$ cat src/rtl/cfts_pkg.sv
// Shared types and codes for the cooperative thread scheduler.
`timescale 1ns / 1ps

package cfts_pkg;

  localparam int unsigned NUM_IDS = 16;
  localparam int unsigned TID_W   = 4;
  localparam int unsigned PID_W   = 8;

  localparam logic       CMD_READY = 1'b0;
  localparam logic       CMD_YIELD = 1'b1;

  localparam logic [1:0] STAT_OK   = 2'd0;
  localparam logic [1:0] STAT_NONE = 2'd1;
  localparam logic [1:0] STAT_FULL = 2'd2;

  typedef logic [TID_W-1:0] tid_t;
  typedef logic [PID_W-1:0] pid_t;

  typedef struct packed {
    logic       cmd;
    tid_t       thread_id;
    pid_t       process_id;
    logic       from_valid;
    logic       blocked;
    logic       destroy;
  } in_t;

  typedef struct packed {
    tid_t       next_thread;
    logic       do_switch;
    logic       switch_space;
    logic       destroy_from;
    logic [1:0] status;
  } out_t;

  typedef struct packed {
    logic cap;
    logic rd2;
    logic exec;
  } ctl_cmd_t;

  typedef struct packed {
    logic out_free;
  } ctl_stat_t;

endpackage

$ cat src/rtl/cfts_ctrl.sv
// Sequencing state machine for the thread scheduler.
`timescale 1ns / 1ps

module cfts_ctrl
  import cfts_pkg::*;
(
  input  logic      clk,
  input  logic      rst_n,
  input  logic      in_valid,
  output logic      in_ready,
  input  ctl_stat_t stat,
  output ctl_cmd_t  cmd
);

  typedef enum logic [1:0] {
    S_IDLE,
    S_READ,
    S_EXEC
  } state_t;

  state_t state_r;
  state_t state_nxt;

  assign in_ready = (state_r == S_IDLE);
  assign cmd.cap  = in_valid && in_ready;
  assign cmd.rd2  = (state_r == S_READ);
  assign cmd.exec = (state_r == S_EXEC) && stat.out_free;

  always_comb begin
    state_nxt = state_r;
    unique case (state_r)
      S_IDLE: begin
        if (in_valid) begin
          state_nxt = S_READ;
        end
      end
      S_READ: begin
        state_nxt = S_EXEC;
      end
      S_EXEC: begin
        if (stat.out_free) begin
          state_nxt = S_IDLE;
        end
      end
      default: begin
        state_nxt = S_IDLE;
      end
    endcase
  end

  always_ff @(posedge clk) begin
    if (!rst_n) begin
      state_r <= S_IDLE;
    end else begin
      state_r <= state_nxt;
    end
  end

endmodule

$ cat src/rtl/cfts_dp.sv
// Ready queue, owner table, pointers and result register of the thread scheduler.
`timescale 1ns / 1ps

module cfts_dp
  import cfts_pkg::*;
#(
  parameter int unsigned MAX_THREADS = 16
) (
  input  logic      clk,
  input  logic      rst_n,
  input  in_t       in_data,
  input  ctl_cmd_t  cmd,
  output ctl_stat_t stat,
  output logic      out_valid,
  input  logic      out_ready,
  output out_t      out_data
);

  localparam int unsigned PTR_W = $clog2(MAX_THREADS);
  localparam int unsigned CNT_W = $clog2(MAX_THREADS + 1);
  localparam logic [PTR_W-1:0] LAST_PTR = PTR_W'(MAX_THREADS - 1);
  localparam logic [CNT_W-1:0] FULL_CNT = CNT_W'(MAX_THREADS);

  tid_t queue_mem [MAX_THREADS];
  pid_t owner_mem [NUM_IDS];

  in_t              req_r;
  tid_t             qdata_r;
  pid_t             own_from_r;
  pid_t             own_to_r;
  logic [PTR_W-1:0] head_r;
  logic [PTR_W-1:0] head_nxt;
  logic [PTR_W-1:0] tail_r;
  logic [PTR_W-1:0] tail_nxt;
  logic [CNT_W-1:0] count_r;
  logic [CNT_W-1:0] count_nxt;
  logic             out_valid_r;
  out_t             out_data_r;

  logic             push;
  logic             pop;
  tid_t             push_tid;
  out_t             res;

  function automatic logic [PTR_W-1:0] ptr_inc(input logic [PTR_W-1:0] p);
    logic [PTR_W-1:0] r;
    if (p == LAST_PTR) begin
      r = '0;
    end else begin
      r = p + 1'b1;
    end
    return r;
  endfunction

  always_comb begin
    logic empty;
    logic full;
    logic can_run;
    empty    = (count_r == '0);
    full     = (count_r == FULL_CNT);
    can_run  = !(req_r.blocked || req_r.destroy);
    push     = 1'b0;
    pop      = 1'b0;
    push_tid = req_r.thread_id;
    res      = '0;
    res.status = STAT_OK;
    if (req_r.cmd == CMD_READY) begin
      if (full) begin
        res.status = STAT_FULL;
      end else begin
        push = 1'b1;
      end
    end else if (empty) begin
      if (req_r.from_valid && can_run) begin
        res.next_thread = req_r.thread_id;
      end else begin
        res.status = STAT_NONE;
      end
    end else begin
      pop = 1'b1;
      res.next_thread = qdata_r;
      if (!req_r.from_valid || (qdata_r != req_r.thread_id)) begin
        res.do_switch = 1'b1;
        if (req_r.from_valid) begin
          push             = can_run;
          res.switch_space = (own_from_r != own_to_r);
          res.destroy_from = req_r.destroy;
        end else begin
          res.switch_space = 1'b1;
        end
      end
    end
  end

  always_comb begin
    head_nxt  = head_r;
    tail_nxt  = tail_r;
    count_nxt = count_r;
    if (cmd.exec) begin
      if (pop) begin
        head_nxt = ptr_inc(head_r);
      end
      if (push) begin
        tail_nxt = ptr_inc(tail_r);
      end
      count_nxt = count_r + CNT_W'(push) - CNT_W'(pop);
    end
  end

  always_ff @(posedge clk) begin
    if (cmd.cap) begin
      req_r      <= in_data;
      qdata_r    <= queue_mem[head_r];
      own_from_r <= owner_mem[in_data.thread_id];
    end
    if (cmd.rd2) begin
      own_to_r <= owner_mem[qdata_r];
    end
    if (cmd.exec && (req_r.cmd == CMD_READY)) begin
      owner_mem[req_r.thread_id] <= req_r.process_id;
    end
    if (cmd.exec && push) begin
      queue_mem[tail_r] <= push_tid;
    end
    if (cmd.exec) begin
      out_data_r <= res;
    end
  end

  always_ff @(posedge clk) begin
    if (!rst_n) begin
      head_r      <= '0;
      tail_r      <= '0;
      count_r     <= '0;
      out_valid_r <= 1'b0;
    end else begin
      head_r  <= head_nxt;
      tail_r  <= tail_nxt;
      count_r <= count_nxt;
      if (cmd.exec) begin
        out_valid_r <= 1'b1;
      end else if (out_ready) begin
        out_valid_r <= 1'b0;
      end
    end
  end

  assign stat.out_free = !out_valid_r || out_ready;
  assign out_valid     = out_valid_r;
  assign out_data      = out_data_r;

endmodule

$ cat src/rtl/cooperative_fifo_thread_scheduler.sv
// Top level of the cooperative FIFO thread scheduler.
//
// Input channel in_valid/in_ready/in_data carries one command per transfer:
// make a thread ready (record its owner, append to the ready queue) or
// yield from the current thread (pop the head, re-queue the current thread if runnable).
// Every command yields exactly one result on out_valid/out_ready/out_data.
// One command is handled at a time: accept, owner read of the popped
// thread, then execute; out_valid and the result are registered by the
// execute step, and the input accepts again once that step is done. The
// owner lookup of the popped head depends on the registered queue read,
// which is why the owner read is a step of its own. A result waits in the
// output register; while the receiver stalls, the execute step holds and no
// new command is taken once the pipeline has filled. Reset empties the
// queue and drops any pending result; queue and owner contents are not
// cleared and there is no clearing pass.
`timescale 1ns / 1ps

module cooperative_fifo_thread_scheduler
  import cfts_pkg::*;
#(
  parameter int unsigned MAX_THREADS = 16
) (
  input  logic clk,
  input  logic rst_n,
  input  logic in_valid,
  output logic in_ready,
  input  in_t  in_data,
  output logic out_valid,
  input  logic out_ready,
  output out_t out_data
);

  ctl_cmd_t  cmd;
  ctl_stat_t stat;

  cfts_ctrl u_ctrl (
    .clk      (clk),
    .rst_n    (rst_n),
    .in_valid (in_valid),
    .in_ready (in_ready),
    .stat     (stat),
    .cmd      (cmd)
  );

  cfts_dp #(
    .MAX_THREADS (MAX_THREADS)
  ) u_dp (
    .clk       (clk),
    .rst_n     (rst_n),
    .in_data   (in_data),
    .cmd       (cmd),
    .stat      (stat),
    .out_valid (out_valid),
    .out_ready (out_ready),
    .out_data  (out_data)
  );

`ifndef ASSERT_OFF
  a_cmd_excl: assert property (@(posedge clk) disable iff (!rst_n)
    $onehot0({cmd.cap, cmd.rd2, cmd.exec}))
    else $error("scheduler commands overlap");

  a_one_at_a_time: assert property (@(posedge clk) disable iff (!rst_n)
    (in_valid && in_ready) |=> !in_ready)
    else $error("second command taken while one is in flight");

  a_read_follows_cap: assert property (@(posedge clk) disable iff (!rst_n)
    cmd.rd2 |-> $past(cmd.cap))
    else $error("owner read without a captured command");

  a_exec_gives_result: assert property (@(posedge clk) disable iff (!rst_n)
    cmd.exec |=> out_valid)
    else $error("executed command produced no result");
`endif

endmodule
$ cat config.mk
export PLATFORM = sky130hd
export DESIGN_NAME = cooperative_fifo_thread_scheduler
export DESIGN_NICKNAME = d
export VERILOG_FILES = /design/src/rtl/cfts_pkg.sv /design/src/rtl/cfts_ctrl.sv /design/src/rtl/cfts_dp.sv /design/src/rtl/cooperative_fifo_thread_scheduler.sv
export SDC_FILE = /design/constraint.sdc
export NUM_CORES = 1
export LEC_CHECK = 0
export BUFFER_PORTS_ARGS = -buffer_cell sky130_fd_sc_hd__buf_2
export CORE_AREA = 2 2 143 145
export DETAILED_ROUTE_END_ITERATION = 8
export DIE_AREA = 0 0 145 147
export GPL_TIMING_DRIVEN = 0
export MAX_ROUTING_LAYER = met4
export PLACE_DENSITY = 0.78
export SLEW_MARGIN = 5
export SYNTH_ARGS = -nofsm -noshare
export SYNTH_HDL_FRONTEND = slang
export SYNTH_HIERARCHICAL = 1
export SYNTH_SLANG_ARGS = --single-unit
$ cat constraint.sdc
create_clock -name clk -period 3.1 [get_ports clk]
set_input_delay 0.775 -clock clk [delete_from_list [all_inputs] [get_ports clk]]
set_output_delay 0.775 -clock clk [all_outputs]
set_load 0.05 [all_outputs]
# Word-level counts from Yosys, hierarchy flattened
# Memory sizes are Yosys's and may differ from the RTL's. A register that Yosys moved wholly into a read port is not among the register bits.
# Cells that the tools add are included.
classes:
  eq_ne: 9
  n_mux: 27
  bitwise_logic: 3
  addsub: 4
  n_reduce_logical: 20
op_table:
  columns: ["cell", "count"]
  rows:
  - ["1-bit 2-to-1 mux", 17]
  - ["4-bit 2-to-1 mux", 4]
  - ["4-bit by 1-bit adder with 4-bit output (second input constant)", 2]
  - ["4-bit equality test (second input constant)", 2]
  - ["2-bit 2-to-1 mux", 4]
  - ["8-bit != test", 1]
  - ["2-bit case mux with 3 select lines", 1]
  - ["2-bit AND reduction", 3]
  - ["5-bit by 1-bit adder with 5-bit output", 1]
  - ["5-bit equality test (second input constant)", 1]
  - ["1-bit logical AND", 5]
  - ["5-bit zero test", 1]
  - ["5-bit by 1-bit subtractor with 5-bit output", 1]
  - ["4-bit != test", 1]
  - ["4-bit OR reduction", 1]
  - ["1-bit zero test", 3]
  - ["1-bit logical OR", 3]
  - ["3-bit 2-to-1 mux", 1]
  - ["1-bit inverter", 3]
  - ["3-bit OR reduction", 1]
  - ["2-bit by 1-bit equality test with 1-bit output (second input constant)", 1]
  - ["2-bit equality test (second input constant)", 1]
  - ["2-bit zero test", 1]
  - ["2-bit by 1-bit != test with 1-bit output (second input constant)", 1]
  - ["3 further kinds", 3]
totals:
  ff_bits: 41
  inputBits: 20
  mem_bits_rw: 192
  memories: 2
  out_inout_bits: 11
  elab_cells: 81
mem_list:
  columns: ["memory", "depth", "word_bits", "rd", "rd_ports_with_merged_regs", "wr", "line", "rtl"]
  rows:
  - ["u_dp.owner_mem", 16, 8, 2, 2, 1, "cfts_dp.sv:25", "pid_t owner_mem [NUM_IDS];"]
  - ["u_dp.queue_mem", 16, 4, 1, 1, 1, "cfts_dp.sv:24", "tid_t queue_mem [MAX_THREADS];"]

# Longest topological paths before layout
logic_depth:
  ltp_word: 9
  ltp_mapped: 15
  depth_no_buf: 15

# By module
# The synthesis kept the hierarchy.
modules_own_cells:
  columns: ["mod", "seq_area_each_um2", "area_each_um2", "instances", "cells_each"]
  rows:
  - ["cfts_dp", 7397.1, 10856.7, 1, 557]
  - ["cfts_ctrl", 40.0, 95.1, 1, 9]

# Least setup slack after synthesis
# Ideal clock, no wire load.
synth_path:
  kind: "input port to flip-flop"
  startpoint: "in out_ready"
  endpoint: "mem u_dp/owner_mem[3][0] (netlist bit) (enable)"
  path_buffers: 2
  setup_time_ps: 383
  arrival_ps: 2753
  setup_slack_ps: -37
  path_stages: 6
  t_required_ps: 2717
  cell_sequence: "nand2b_1 > and3b_1 > clkbuf_1 > clkbuf_1 > nand4_1 > nor3_1"
synth_lines:
  columns: ["element", "line", "rtl"]
  rows:
  - ["from (decl)", "cooperative_fifo_thread_scheduler.sv:29", "input logic out_ready,"]
  - ["to (decl)", "cfts_dp.sv:25", null]

# Worst setup path in the final report
layout_path:
  startpoint: "reg u_dp/req_r[2] (netlist bit)"
  endpoint: "reg u_dp.count_r[4]"
layout_between:
  elab_chain_cells: 7
  elab_cells_between_ends: 8
  classes_between: "add/sub: 2; mux: 4; reduce/logical: 2"
layout_lines:
  columns: ["element", "line", "rtl"]
  rows:
  - ["from (decl)", "cfts_dp.sv:27", "in_t req_r;"]
  - ["from (signal assigned)", "cfts_dp.sv:112", "req_r <= in_data;"]
  - ["1-bit zero test", "cfts_dp.sv:82", "if (!req_r.from_valid || (qdata_r != req_r.thread_id)) begin"]
  - ["1-bit logical OR", "cfts_dp.sv:82", null]
  - ["1-bit 2-to-1 mux (*)", "cfts_dp.sv:82", null]
  - ["1-bit 2-to-1 mux (*)", "cfts_dp.sv:73", "end else if (empty) begin"]
  - ["1-bit 2-to-1 mux (*)", "cfts_dp.sv:67", "if (req_r.cmd == CMD_READY) begin"]
  - ["5-bit by 1-bit adder with 5-bit output (*)", "cfts_dp.sv:106", "count_nxt = count_r + CNT_W'(push) - CNT_W'(pop);"]
  - ["5-bit by 1-bit subtractor with 5-bit output (*)", "cfts_dp.sv:106", null]
  - ["to (signal assigned)", "cfts_dp.sv:139", "count_r <= count_nxt;"]
  - ["to (decl)", "cfts_dp.sv:35", "logic [CNT_W-1:0] count_r;"]
# Every way passes the cells marked *; elsewhere a longest branch is shown, timed or not.
# A chain may end at the register's enable or synchronous reset.

==> impl_results.md <==
* Slew @ Worst Pin at 1.03 ns
* Number of CTS-inserted buffers at 25
* Crit path cell chain: or3b_4 -> a211oi_2 -> a21o_4 -> inv_6 -> ha_4 -> inv_2 -> ha_4 -> fa_2 -> a21oi_2 -> nor2_1 -> or3_1 -> a21oi_2 -> mux2i_1
* Total grt overflow at 0
* Layout fillers at 1334
* H-tree depth at 1
* Vias per cell at 6.24
* Drt first pass iters at 6
* Netlist cell types at 49
* Max cap viols at 0
* Post-Layout Inst Area at 12500 sq um
* Post-Syn Area at 11000 sq um
* R2R Setup Slk at 0.03 ns
* Maximum clock rate at 326 MHz
* Syn Inst Count at 566
* RR Endpoint: u_dp/count_r[4]
* Cell row count at 52
* Crit path max-delay family: simple AND/OR/NAND/NOR gates
* Sequential area share after synthesis at 0.679
* Area Overhead vs Synth at 14.4%
* First-pass GRT wire length at 35300 um
* Worst R2R Path Depth at 13
* Pwr Total at 7.26 mW
* Cts hold-fix bufs at 0
* Clk_skew at 0.0165 ns
* CP max stage delay at 0.43 ns
* Crit. End Element: register
* Die Wd at 145 um
* Antenna violations before repair at 0
* FF+latch count, synth at 253
* Post-Syn Area per Cell at 19.3 sq um
* Root buf cell: clkbuf_16
* Req. time, crit path at 3.54 ns
* CP startpoint kind: register
* Crit path max fanout at 4
* R2R Path Start: u_dp/req_r[2]
* Clock sink count at 253
* Syn. warnings at 6
* Routed via count at 5777
* Met3 WL at 1740 um
* Sequential Area at 7440 sq um
* Clock Latency Late Sink at 0.52 ns
* Final net count at 669
* GRT Total Usage at 0.231
* Max Used Layer: met4
* Buf+Inv Stages, Crit Path at 2
* I/O Buffers at 30
* Clock buffer depth at 3
* IO Pins at 31
* Tcrit/Tclk final at 0.991
* Area after DPL at 11500 sq um
* Final Max Slew Viols at 0
* Routed WL at 23500 um
* GPL Wtd Cong at 0.926
* DR iter-0 viols at 609
* Final non-filler cell total at 926
* Largest net degree at the start of global routing at 19
* Status: finished clean
* Crit path kind: reg -> reg
* Per-cell routed wire length at 25.4 um
* # DRC at 0
* Post-synth top flop: edfxtp_1
* Dpl hpwl at 16100 um
* Final ANT Viol Nets at 0
* Syn Nets at 598
* Antenna diodes at 0
* Relative slew slack at 0.311
* WHS at 0.424 ns
* CTS tree: yes
* Finished Core Util at 0.632
* Number of instances in the placed design at 867
* Pwr dens at 579 nW/um^2
* Crit. Startpoint: u_dp/req_r[2]
* Met2 WL at 12600 um
* Share of layout cells above drive strength 1 at 0.322
* Worst Hold End: u_dp/req_r[8]
* Hold Path Stages at 1
* Finish-stage setup viols at 0
* Clock transition at the registers of the reported paths at 0.06 ns
* Die H at 147 um
* Period minus WS final at 3.07 ns
* Pleak at 4.00 nW
* Peak supply drop at 0.000515 V
* Async set-reset flop share out of synthesis at 0
* Multi-input logic area at 3450 sq um
* Slowest-stage cell, CP: edfxtp_1
* Crit path DAT at 3.51 ns
* Number of global-route vias before repair at 5892
* Initial Util at 0.552
* Die area at 21300 sq um
* EDFF count, synth at 237
* Hold Startpoint: in_data[8]
* Final Hold Fails at 0
* Core Area at 19800 sq um
* Min-Delay Path Class: in -> reg
* RSZ-0062 raised after global routing: yes
* Wl on met1 at 8610 um
## worst max path at each step
stage,to,depth (start not counted)
floorplan,u_dp/count_r[4],14
global placement,u_dp/owner_mem[15][5],7
detailed placement,u_dp/owner_mem[7][3],7
CTS,u_dp/count_r[4],13
global route,u_dp/count_r[4],13
finish,u_dp/count_r[4],13
## cell families (layout without fill, tap and decap cells)
family	after synthesis	after routing	share of synthesized area
flops	253	253	0.679
mux	105	105	0.206
simple gates	101	101	0.0482
buf+inv	44	134	0.0166
compound gates	36	36	0.0241
xor+xnor	15	15	0.0120
fa+ha+maj	12	12	0.0144
## layer usage
metal	vias up	track usage
li1	2472	-
met1	2980	0.280
met2	276	0.403
met3	49	0.0429
met4	0	0.0634
met5	-	-
## where the power goes
part	internal, mW	total [mW]	switching (mW)	leakage (nW)
Combinational	0.194	0.420	0.226	1.32
Clock	1.80	2.99	1.19	0.395
Sequential	3.79	3.85	0.0524	2.28
Total	5.79	7.26	1.47	4.00
## layout by cell type, fill, tap and decap left out, types with 11 or more instances in the layout
cell type,instances
edfxtp_1,237
mux4_2,96
buf_2,40
nor2_1,29
clkbuf_16,25
nand2_1,20
clkbuf_1,19
buf_4,16
dfxtp_1,14
clkinv_1,11
xnor2_1,11
## through the flow
| step | setup slack (ns) | TNS [ns] |
|---|---|---|
| floorplan | 0.0297 | 0 |
| global placement | -0.814 | -43.19 |
| detailed placement | -0.936 | -48.62 |
| CTS | -0.102 | -0.102 |
| global route | -0.0872 | -0.0872 |
| finish | 0.0285 | 0 |
## area by class of cell
type	instances	share of cell area
buffer	29	0.00998
clock inverter	17	0.0140
sequential	253	0.594
multi-input combinational	269	0.275
timing repair buffer	48	0.0254
inverter	11	0.00369
tap	270	0.0270
clock buffer	29	0.0511
## cells in the mapped netlist (2+ instances only)
cell type  instances  area share
o21ai_1            2     0.00091
nor2b_1            6      0.0034
mux4_2            96        0.20
or3_1              3      0.0017
edfxtp_1         237        0.65
buf_1              3      0.0010
nand3b_1           2      0.0014
o21ai_0            2     0.00091
inv_1             10      0.0034
mux2i_1            9      0.0082
a211oi_1           4      0.0027
and3_1             2      0.0011
nand4_1            3      0.0017
dfxtp_1           16       0.029
nand3_1            7      0.0032
clkbuf_1          19      0.0065
nor2_1            33       0.011
a21boi_0           4      0.0027
buf_2             11      0.0050
and2_1             6      0.0034
nor3_1             4      0.0018
o21a_1             3      0.0021
a22o_1             4      0.0032
a21oi_1            9      0.0041
xnor2_1           11      0.0088
ha_1              11       0.013
nand2_1           20      0.0069
o211a_1            2      0.0018
nand2b_1           4      0.0023
xor2_1             4      0.0032
## state kept, by name, indices dropped and copies added, names as in the netlist
| name | flops |
|---|---|
| u_ctrl/state_r | 2 |
| u_dp/count_r | 5 |
| u_dp/head_r | 4 |
| u_dp/out_data | 9 |
| u_dp/out_valid | 1 |
| u_dp/own_from_r | 8 |
| u_dp/own_to_r | 8 |
| u_dp/owner_mem | 128 |
| u_dp/push_tid | 4 |
| u_dp/qdata_r | 4 |
| u_dp/queue_mem | 64 |
| u_dp/req_r | 12 |
| u_dp/tail_r | 4 |
## timing repair
action,in CTS,in global routing
gates resized for setup,13,9
pin swaps,4,8
gates cloned,0,0
buffers inserted,6,11
endpoints found under the setup margin,36,1
Note: power is estimated with default switching activity, not from simulation.
